### src/rtl/dhkv_pkg.sv
package dhkv_pkg;

    localparam int INDEX_BITS      = 10;
    localparam int LOSE_BITS       = 3;
    localparam int HALF_WORD_SHIFT = 32;
    localparam int KEY_BITS        = 64;

    localparam int WORD_BITS  = 64;
    localparam int COUNT_BITS = 11;
    localparam int SLOTS      = 1 << INDEX_BITS;

    localparam logic [COUNT_BITS-1:0] LOAD_LIMIT_RESET = COUNT_BITS'(512);

    localparam logic OP_LOOKUP = 1'b0;
    localparam logic OP_SET    = 1'b1;

    typedef logic [INDEX_BITS-1:0] slot_t;
    typedef logic [KEY_BITS-1:0]   key_t;
    typedef logic [WORD_BITS-1:0]  word_t;
    typedef logic [COUNT_BITS-1:0] count_t;

    typedef enum logic [1:0] {
        ST_CLEAR,
        ST_IDLE,
        ST_READ,
        ST_CHECK
    } state_t;

    // Write request from the sequencer to the slot stores.
    typedef struct packed {
        logic  key_we;
        logic  val_we;
        slot_t addr;
        key_t  key;
        word_t value;
    } tbl_wr_t;

    typedef struct packed {
        logic  hit;
        word_t data;
        logic  refused;
    } result_t;

    function automatic slot_t first_hash(key_t k);
        key_t mixed;
        mixed = (k >> LOSE_BITS) ^ (k >> (2 * LOSE_BITS));
        return mixed[INDEX_BITS-1:0];
    endfunction

    // The step is forced odd so that it visits every slot of the table.
    function automatic slot_t second_hash(key_t k);
        key_t mixed;
        mixed = (k >> LOSE_BITS) ^ (k >> HALF_WORD_SHIFT);
        return mixed[INDEX_BITS-1:0] | slot_t'(1);
    endfunction

endpackage

### src/rtl/dhkv_if.sv
interface dhkv_req_if;
    logic                           valid;
    logic                           ready;
    logic                           op;
    logic [dhkv_pkg::WORD_BITS-1:0] key;
    logic [dhkv_pkg::WORD_BITS-1:0] value;

    modport source (output valid, output op, output key, output value, input ready);
    modport sink   (input valid, input op, input key, input value, output ready);
endinterface


### src/rtl/dhkv_ctrl.sv
module dhkv_ctrl (
    input  logic               clk,
    input  logic               rst_n,
    dhkv_req_if.sink           req,
    input  dhkv_pkg::count_t   load_limit,
    input  logic               out_free,
    input  dhkv_pkg::key_t     rd_key,
    input  dhkv_pkg::word_t    rd_value,
    output dhkv_pkg::slot_t    rd_addr,
    output dhkv_pkg::tbl_wr_t  tbl_wr,
    output logic               res_valid,
    output dhkv_pkg::result_t  res
);

    dhkv_pkg::state_t state_reg, state_next;

    logic             op_reg,    op_next;
    dhkv_pkg::key_t   key_reg,   key_next;
    dhkv_pkg::word_t  value_reg, value_next;
    dhkv_pkg::slot_t  addr_reg,  addr_next;
    dhkv_pkg::slot_t  step_reg,  step_next;
    dhkv_pkg::slot_t  count_reg, count_next;
    dhkv_pkg::slot_t  clr_reg,   clr_next;
    dhkv_pkg::count_t used_reg,  used_next;

    logic key_zero;
    logic key_match;
    logic slot_empty;
    logic probe_last;
    logic probe_done;
    logic at_limit;
    logic claim;

    assign key_zero   = (key_reg == '0);
    assign key_match  = (rd_key == key_reg);
    assign slot_empty = (rd_key == '0);
    assign probe_last = (count_reg == '1);
    assign probe_done = key_zero || key_match || slot_empty || probe_last;
    assign at_limit   = (used_reg >= load_limit);
    assign claim      = (state_reg == dhkv_pkg::ST_CHECK) && out_free && !key_zero
                        && !key_match && slot_empty && (op_reg == dhkv_pkg::OP_SET)
                        && !at_limit;

    always_comb
    begin
        state_next = state_reg;
        unique case (state_reg)
            dhkv_pkg::ST_CLEAR:
            begin
                if (clr_reg == '1)
                begin
                    state_next = dhkv_pkg::ST_IDLE;
                end
            end
            dhkv_pkg::ST_IDLE:
            begin
                if (req.valid)
                begin
                    state_next = dhkv_pkg::ST_READ;
                end
            end
            dhkv_pkg::ST_READ:
            begin
                state_next = dhkv_pkg::ST_CHECK;
            end
            dhkv_pkg::ST_CHECK:
            begin
                if (!probe_done)
                begin
                    state_next = dhkv_pkg::ST_READ;
                end
                else if (out_free)
                begin
                    state_next = dhkv_pkg::ST_IDLE;
                end
            end
            default:
            begin
                state_next = dhkv_pkg::ST_CLEAR;
            end
        endcase
    end

    always_comb
    begin
        req.ready    = (state_reg == dhkv_pkg::ST_IDLE);
        rd_addr      = addr_reg;
        tbl_wr       = '0;
        tbl_wr.addr  = addr_reg;
        tbl_wr.key   = key_reg;
        tbl_wr.value = value_reg;
        res_valid    = 1'b0;
        res          = '0;

        op_next    = op_reg;
        key_next   = key_reg;
        value_next = value_reg;
        addr_next  = addr_reg;
        step_next  = step_reg;
        count_next = count_reg;
        clr_next   = clr_reg;
        used_next  = used_reg;

        unique case (state_reg)
            dhkv_pkg::ST_CLEAR:
            begin
                tbl_wr.key_we = 1'b1;
                tbl_wr.addr   = clr_reg;
                tbl_wr.key    = '0;
                clr_next      = clr_reg + dhkv_pkg::slot_t'(1);
            end
            dhkv_pkg::ST_IDLE:
            begin
                if (req.valid)
                begin
                    op_next    = req.op;
                    key_next   = req.key[dhkv_pkg::KEY_BITS-1:0];
                    value_next = req.value;
                    addr_next  = dhkv_pkg::first_hash(req.key[dhkv_pkg::KEY_BITS-1:0]);
                    step_next  = dhkv_pkg::second_hash(req.key[dhkv_pkg::KEY_BITS-1:0]);
                    count_next = '0;
                end
            end
            dhkv_pkg::ST_READ:
            begin
            end
            dhkv_pkg::ST_CHECK:
            begin
                if (!probe_done)
                begin
                    addr_next  = addr_reg + step_reg;
                    count_next = count_reg + dhkv_pkg::slot_t'(1);
                end
                else if (out_free)
                begin
                    res_valid = 1'b1;
                    if (key_zero)
                    begin
                        res.refused = 1'b1;
                    end
                    else if (key_match)
                    begin
                        res.hit       = 1'b1;
                        res.data      = rd_value;
                        tbl_wr.val_we = (op_reg == dhkv_pkg::OP_SET);
                    end
                    else if (op_reg == dhkv_pkg::OP_SET)
                    begin
                        // An empty slot under the limit is claimed; anything else refuses.
                        if (claim)
                        begin
                            tbl_wr.key_we = 1'b1;
                            tbl_wr.val_we = 1'b1;
                            used_next     = used_reg + dhkv_pkg::count_t'(1);
                        end
                        else
                        begin
                            res.refused = 1'b1;
                        end
                    end
                end
            end
            default:
            begin
            end
        endcase
    end

    always_ff @(posedge clk or negedge rst_n)
    begin
        if (!rst_n)
        begin
            state_reg <= dhkv_pkg::ST_CLEAR;
            clr_reg   <= '0;
            used_reg  <= '0;
        end
        else
        begin
            state_reg <= state_next;
            clr_reg   <= clr_next;
            used_reg  <= used_next;
        end
    end

    always_ff @(posedge clk)
    begin
        op_reg    <= op_next;
        key_reg   <= key_next;
        value_reg <= value_next;
        addr_reg  <= addr_next;
        step_reg  <= step_next;
        count_reg <= count_next;
    end

    a_claim_counts: assert property (@(posedge clk) disable iff (!rst_n)
        claim |=> used_reg == $past(used_reg) + dhkv_pkg::count_t'(1))
        else $error("used count did not follow a claimed slot");

    a_write_states: assert property (@(posedge clk) disable iff (!rst_n)
        (tbl_wr.key_we || tbl_wr.val_we) |->
        (state_reg == dhkv_pkg::ST_CHECK || state_reg == dhkv_pkg::ST_CLEAR))
        else $error("table written outside of a probe check or the clearing pass");

    a_hit_not_refused: assert property (@(posedge clk) disable iff (!rst_n)
        res_valid |-> !(res.hit && res.refused))
        else $error("result both hit and refused");

    a_claim_under_limit: assert property (@(posedge clk) disable iff (!rst_n)
        claim |-> used_reg < load_limit)
        else $error("slot claimed at the load limit");

endmodule

### src/flat_wrapper.sv
// flat-port wrapper written by rule: the top's interface ports become plain ports
module dhkv_ctrl_flat 
  (clk, rst_n, load_limit, out_free, rd_key, rd_value, rd_addr, tbl_wr, res_valid, res, req_valid, req_op, req_key, req_value, req_ready);
  dhkv_req_if req_i ();
  input  logic clk;
  input  logic rst_n;
  input  dhkv_pkg::count_t load_limit;
  input  logic out_free;
  input  dhkv_pkg::key_t rd_key;
  input  dhkv_pkg::word_t rd_value;
  output dhkv_pkg::slot_t rd_addr;
  output dhkv_pkg::tbl_wr_t tbl_wr;
  output logic res_valid;
  output dhkv_pkg::result_t res;
  input wire logic [$bits(req_i.valid)-1:0] req_valid;
  input wire logic [$bits(req_i.op)-1:0] req_op;
  input wire logic [$bits(req_i.key)-1:0] req_key;
  input wire logic [$bits(req_i.value)-1:0] req_value;
  output wire logic [$bits(req_i.ready)-1:0] req_ready;
  assign req_i.valid = req_valid;
  assign req_i.op = req_op;
  assign req_i.key = req_key;
  assign req_i.value = req_value;
  assign req_ready = req_i.ready;
  dhkv_ctrl u_core (.clk(clk), .rst_n(rst_n), .req(req_i), .load_limit(load_limit), .out_free(out_free), .rd_key(rd_key), .rd_value(rd_value), .rd_addr(rd_addr), .tbl_wr(tbl_wr), .res_valid(res_valid), .res(res));
endmodule
### config.mk
export PLATFORM = sky130hd
export DESIGN_NAME = dhkv_ctrl_flat
export DESIGN_NICKNAME = d
export VERILOG_FILES = /design/src/rtl/dhkv_pkg.sv /design/src/rtl/dhkv_if.sv /design/src/rtl/dhkv_ctrl.sv /design/src/flat_wrapper.sv
export SDC_FILE = /design/constraint.sdc
export NUM_CORES = 1
export LEC_CHECK = 0
export ABC_CLOCK_PERIOD_IN_PS = 4860
export BUFFER_PORTS_ARGS = -buffer_cell sky130_fd_sc_hd__clkbuf_2
export CAP_MARGIN = 20
export CELL_PAD_IN_SITES_DETAIL_PLACEMENT = 0
export CELL_PAD_IN_SITES_GLOBAL_PLACEMENT = 1
export CORE_AREA = 2 2 193 195
export DETAILED_ROUTE_END_ITERATION = 12
export DIE_AREA = 0 0 195 197
export PLACE_DENSITY = 0.69
export SLEW_MARGIN = 5
export SYNTH_ARGS = -nofsm -noshare
export SYNTH_HDL_FRONTEND = slang
export SYNTH_SLANG_ARGS = --single-unit
### constraint.sdc
create_clock -name clk -period 4.86 [get_ports clk]
set_clock_uncertainty 0.05 [all_clocks]
set_input_delay 0.243 -clock clk [delete_from_list [all_inputs] [get_ports clk]]
set_output_delay 0.243 -clock clk [all_outputs]
set_load 0.05 [all_outputs]
==> results.md <==
- Final setup fails: 0
- Clock latency on the worst-skew pair: 0.46 ns
- Min-delay src: req_key[13]
- Port Buffers: between 400 and 500
- Hold EP: u_core.key_reg[13]
- Final ANT Viol Nets: 0
- Int Power: about 3.6 mW
- MaxCap Viol Count: 0
- Final layout net count: 1626
- H-tree levels: 4
- Sw Pwr: between 3 and 4 mW
- Drt total wl: approximately 37000 um
- CP required: 4.57 ns
- Drt drc: 0
- Synth Area in Compound Gates: about 4.3%
- Slew @ Worst Pin: 0.986 ns
- Synth Warn #: 0
- Worst Path Arrival: 3.72 ns
- Cell Area, Synth: between 9000 and 10000 um^2
- Sink Count: 181
- Fill count: around 3600
- Pin count of the biggest net entering global routing: 77
- Fmax: 0.249 GHz
- Total design power: around 6.8 mW
- Power per cell area: a little under 500 nW/um^2
- Root Buffer: clkbuf_16
- Crit path kind: reg2out
- Status: complete, no violations
- Ys flop type: edfxtp_1
- Crit start category: flip-flop
- All-Layer GR Usage: a little under a fifth
- Number of global-route vias before repair: between 8000 and 9000
- Register Area: between 5000 and 6000 um^2
- Fin Setup TNS: 0 ns
- # IOs: between 400 and 500
- Total congestion overflow: 0
- Synth Area in Adders: approximately 3.8%
- Critical-path maximum fanout: between 60 and 70
- Worst R2R End: u_core.rd_addr[0]
- Clock tree buffer depth: 2
- Vias: roughly 8200
- Die Ht: 197 um
- Post-synthesis register bit count: about 180
- HP Class: in2reg
- Sequential share of the synthesized area: a little under 60%
- Clk pin slew, worst setup/hold paths: approximately 0.080 ns
- RSZ-0062 raised after global routing: false
- Initial Utilization: about 25%
- Post-CTS Setup Inserts: 0
- Clock power share: 19.8%
- Simple-gate portion of the synthesized area: 18.8%
- Period utilization: between 80% and 90%
- Final Hold Vio Count: 0
- R2R setup slack: about 1.4 ns
- Async SR Flop Fraction: approximately an eighth
- Setup crit end kind: output pin
- Detail-routed via count per cell: 4.51
- WHS: ~0.0054 ns
- Gate count after technology mapping: 714
- Post-synthesis mux area share: under 10%
- Synthesis-to-layout area growth: 52.9%
- Syn Nets: approximately 1000
- Main combinational cell family by area after synthesis: simple AND/OR/NAND/NOR gates
- Syn avg cell area: about 13 um^2
- Combinational share of power: 45.4%
- Post-synth cell types: 46
- Layout cell share with drive strength beyond 1: between 40% and 50%
- TritonRoute pass-1 iters: 5
- TritonCTS clock tree: yes
- Core area: 36300 um^2
- EDFF count, synth: approximately 160
- Multi-input logic area: around 3600 um^2
- Sw Share: a little under half
- Num rows: 70
- Final min period: 4.02 ns
- Die width: slightly below 200 um
- R2R cell count: 7
- CTS Buf Count: 17
- First-pass GRT wire length: around 52000 um
- Sequential share of power: 34.8%
- Peak supply drop: approximately 0.00037 V
- Pleak: approximately 6.2 nW
- Post-Synth XOR/XNOR Area: a little over a tenth
- Initial antenna violation count: 7
- Die Area: slightly below 40000 um^2
- Post-DP HPWL: 29200 um
- Hold Path Cell Cnt: 1
- Max-slew headroom at the worst pin: about a third
- RR Startpoint: u_core.key_reg[60]
- DR iter-0 viols: roughly 500
- Final Max Slew Viols: 0
- Placer congestion estimate: ~0.9
- WL/cell: 20.4 um
## power groups by stage
stage                     logic, mW  clock network, mW  registers (mW)
after floorplan                1.83                  0            2.72
after global placement         3.03                  0            2.40
after detailed placement       3.04                  0            2.41
after CTS                      3.13               1.39            2.38
after global routing           3.29               1.45            2.42
final                          3.10               1.36            2.38
## worst max-delay path, cell delays in order (launching register included)
cell,delay (ns)
edfxtp_1,0.48
xor2_1,0.27
nor4_1,0.48
nand4_1,0.29
nor4_4,0.55
nor3b_4,0.26
buf_4,0.40
and2_1,0.21
clkbuf_2,0.28
## per-layer routing
layer  up-vias  track usage [%]  wire [um]  share of wire (%)
li1       3814                -          -                  -
met1      3889             21.8      14600                 39
met2       418             32.2      18500                 50
met3        51             4.88       2850                7.7
met4         2             7.80       1090                3.0
met5         -                0         13              0.035
## cells in the final DEF, fill, tap and decap left out, types with 18 or more instances in the layout
master         count
xnor2_1           27
dfrtp_1           23
clkbuf_2         489
and2_1            75
nand2_1           18
edfxtp_1         158
inv_1             22
nand4_1           21
nor4_1            48
nor2b_1           68
xor2_1            86
dlygate4sd3_1    122
ha_1              25
nor2_1            18
## metrics by stage
stage | util, % | instances | setup slack (ns) | instance area, um^2
floorplan | - | 714 | 0.0472 | 9040
global placement | 33.2 | 1654 | 1.30 | 12000
detailed placement | 33.2 | 1654 | 1.40 | 12000
CTS | 38.1 | 1807 | 0.878 | 13800
global route | 38.1 | 1810 | 0.714 | 13800
finish | 38.1 | 1813 | 0.844 | 13800
## synthesized netlist by cell type, types with 2 or more instances
master | count | share of area (%)
a21o_1 | 8 | 0.66
buf_1 | 2 | 0.083
or2_2 | 2 | 0.14
nor4_1 | 49 | 3.4
o21ai_0 | 13 | 0.72
or3_1 | 3 | 0.21
a31oi_1 | 3 | 0.21
xnor2_1 | 27 | 2.6
inv_1 | 22 | 0.91
nand4_1 | 21 | 1.5
dfrtp_1 | 23 | 6.4
o21a_1 | 3 | 0.25
xor2_1 | 86 | 8.3
clkbuf_1 | 12 | 0.50
a211oi_1 | 2 | 0.17
and3_1 | 7 | 0.48
nand3_1 | 12 | 0.66
mux2_2 | 10 | 1.2
o211ai_1 | 2 | 0.17
nor2b_1 | 68 | 4.7
edfxtp_1 | 158 | 52
and2_1 | 76 | 5.3
nand2_1 | 18 | 0.75
a21boi_0 | 3 | 0.25
nor2_1 | 18 | 0.75
nand2b_1 | 3 | 0.21
a21oi_1 | 14 | 0.77
ha_1 | 26 | 3.6
buf_4 | 5 | 0.42
a211o_1 | 2 | 0.19
## logic make-up after synthesis
| logic type | Yosys count |
|---|---|
| compound gates | 57 |
| simple gates | 283 |
| buf+inv | 43 |
| flops | 181 |
| xor+xnor | 113 |
| fa+ha+maj | 27 |
| mux | 10 |
## timing repair
item                                   in CTS  in global routing
setup endpoints to repair                   0                  0
endpoints found under the hold margin     144                  0
resized for setup                           0                  0
hold buffers                              122                  0
## worst max path at each step
stage | startpoint | cells past startpoint | end | slack, ns
finish | u_core.key_reg[19] | 8 | res[43] | 0.84
global route | u_core.key_reg[19] | 8 | res[43] | 0.71
CTS | u_core.key_reg[19] | 8 | res[6] | 0.88
detailed placement | u_core.key_reg[60] | 7 | u_core.rd_addr[0] | 1.40
global placement | u_core.key_reg[60] | 7 | u_core.rd_addr[1] | 1.30
floorplan | u_core.state_reg[1] | 3 | u_core.key_reg[0] | 0.05
## layout make-up
class	instances	area share, %
timing repair buffer	615	26.8
multi-input combinational	490	25.7
sequential	181	38.5
clock inverter	14	1.00
clock buffer	17	3.08
antenna	6	0.109
inverter	22	0.597
tap	468	4.23
Power figures use the tool's default switching activity.
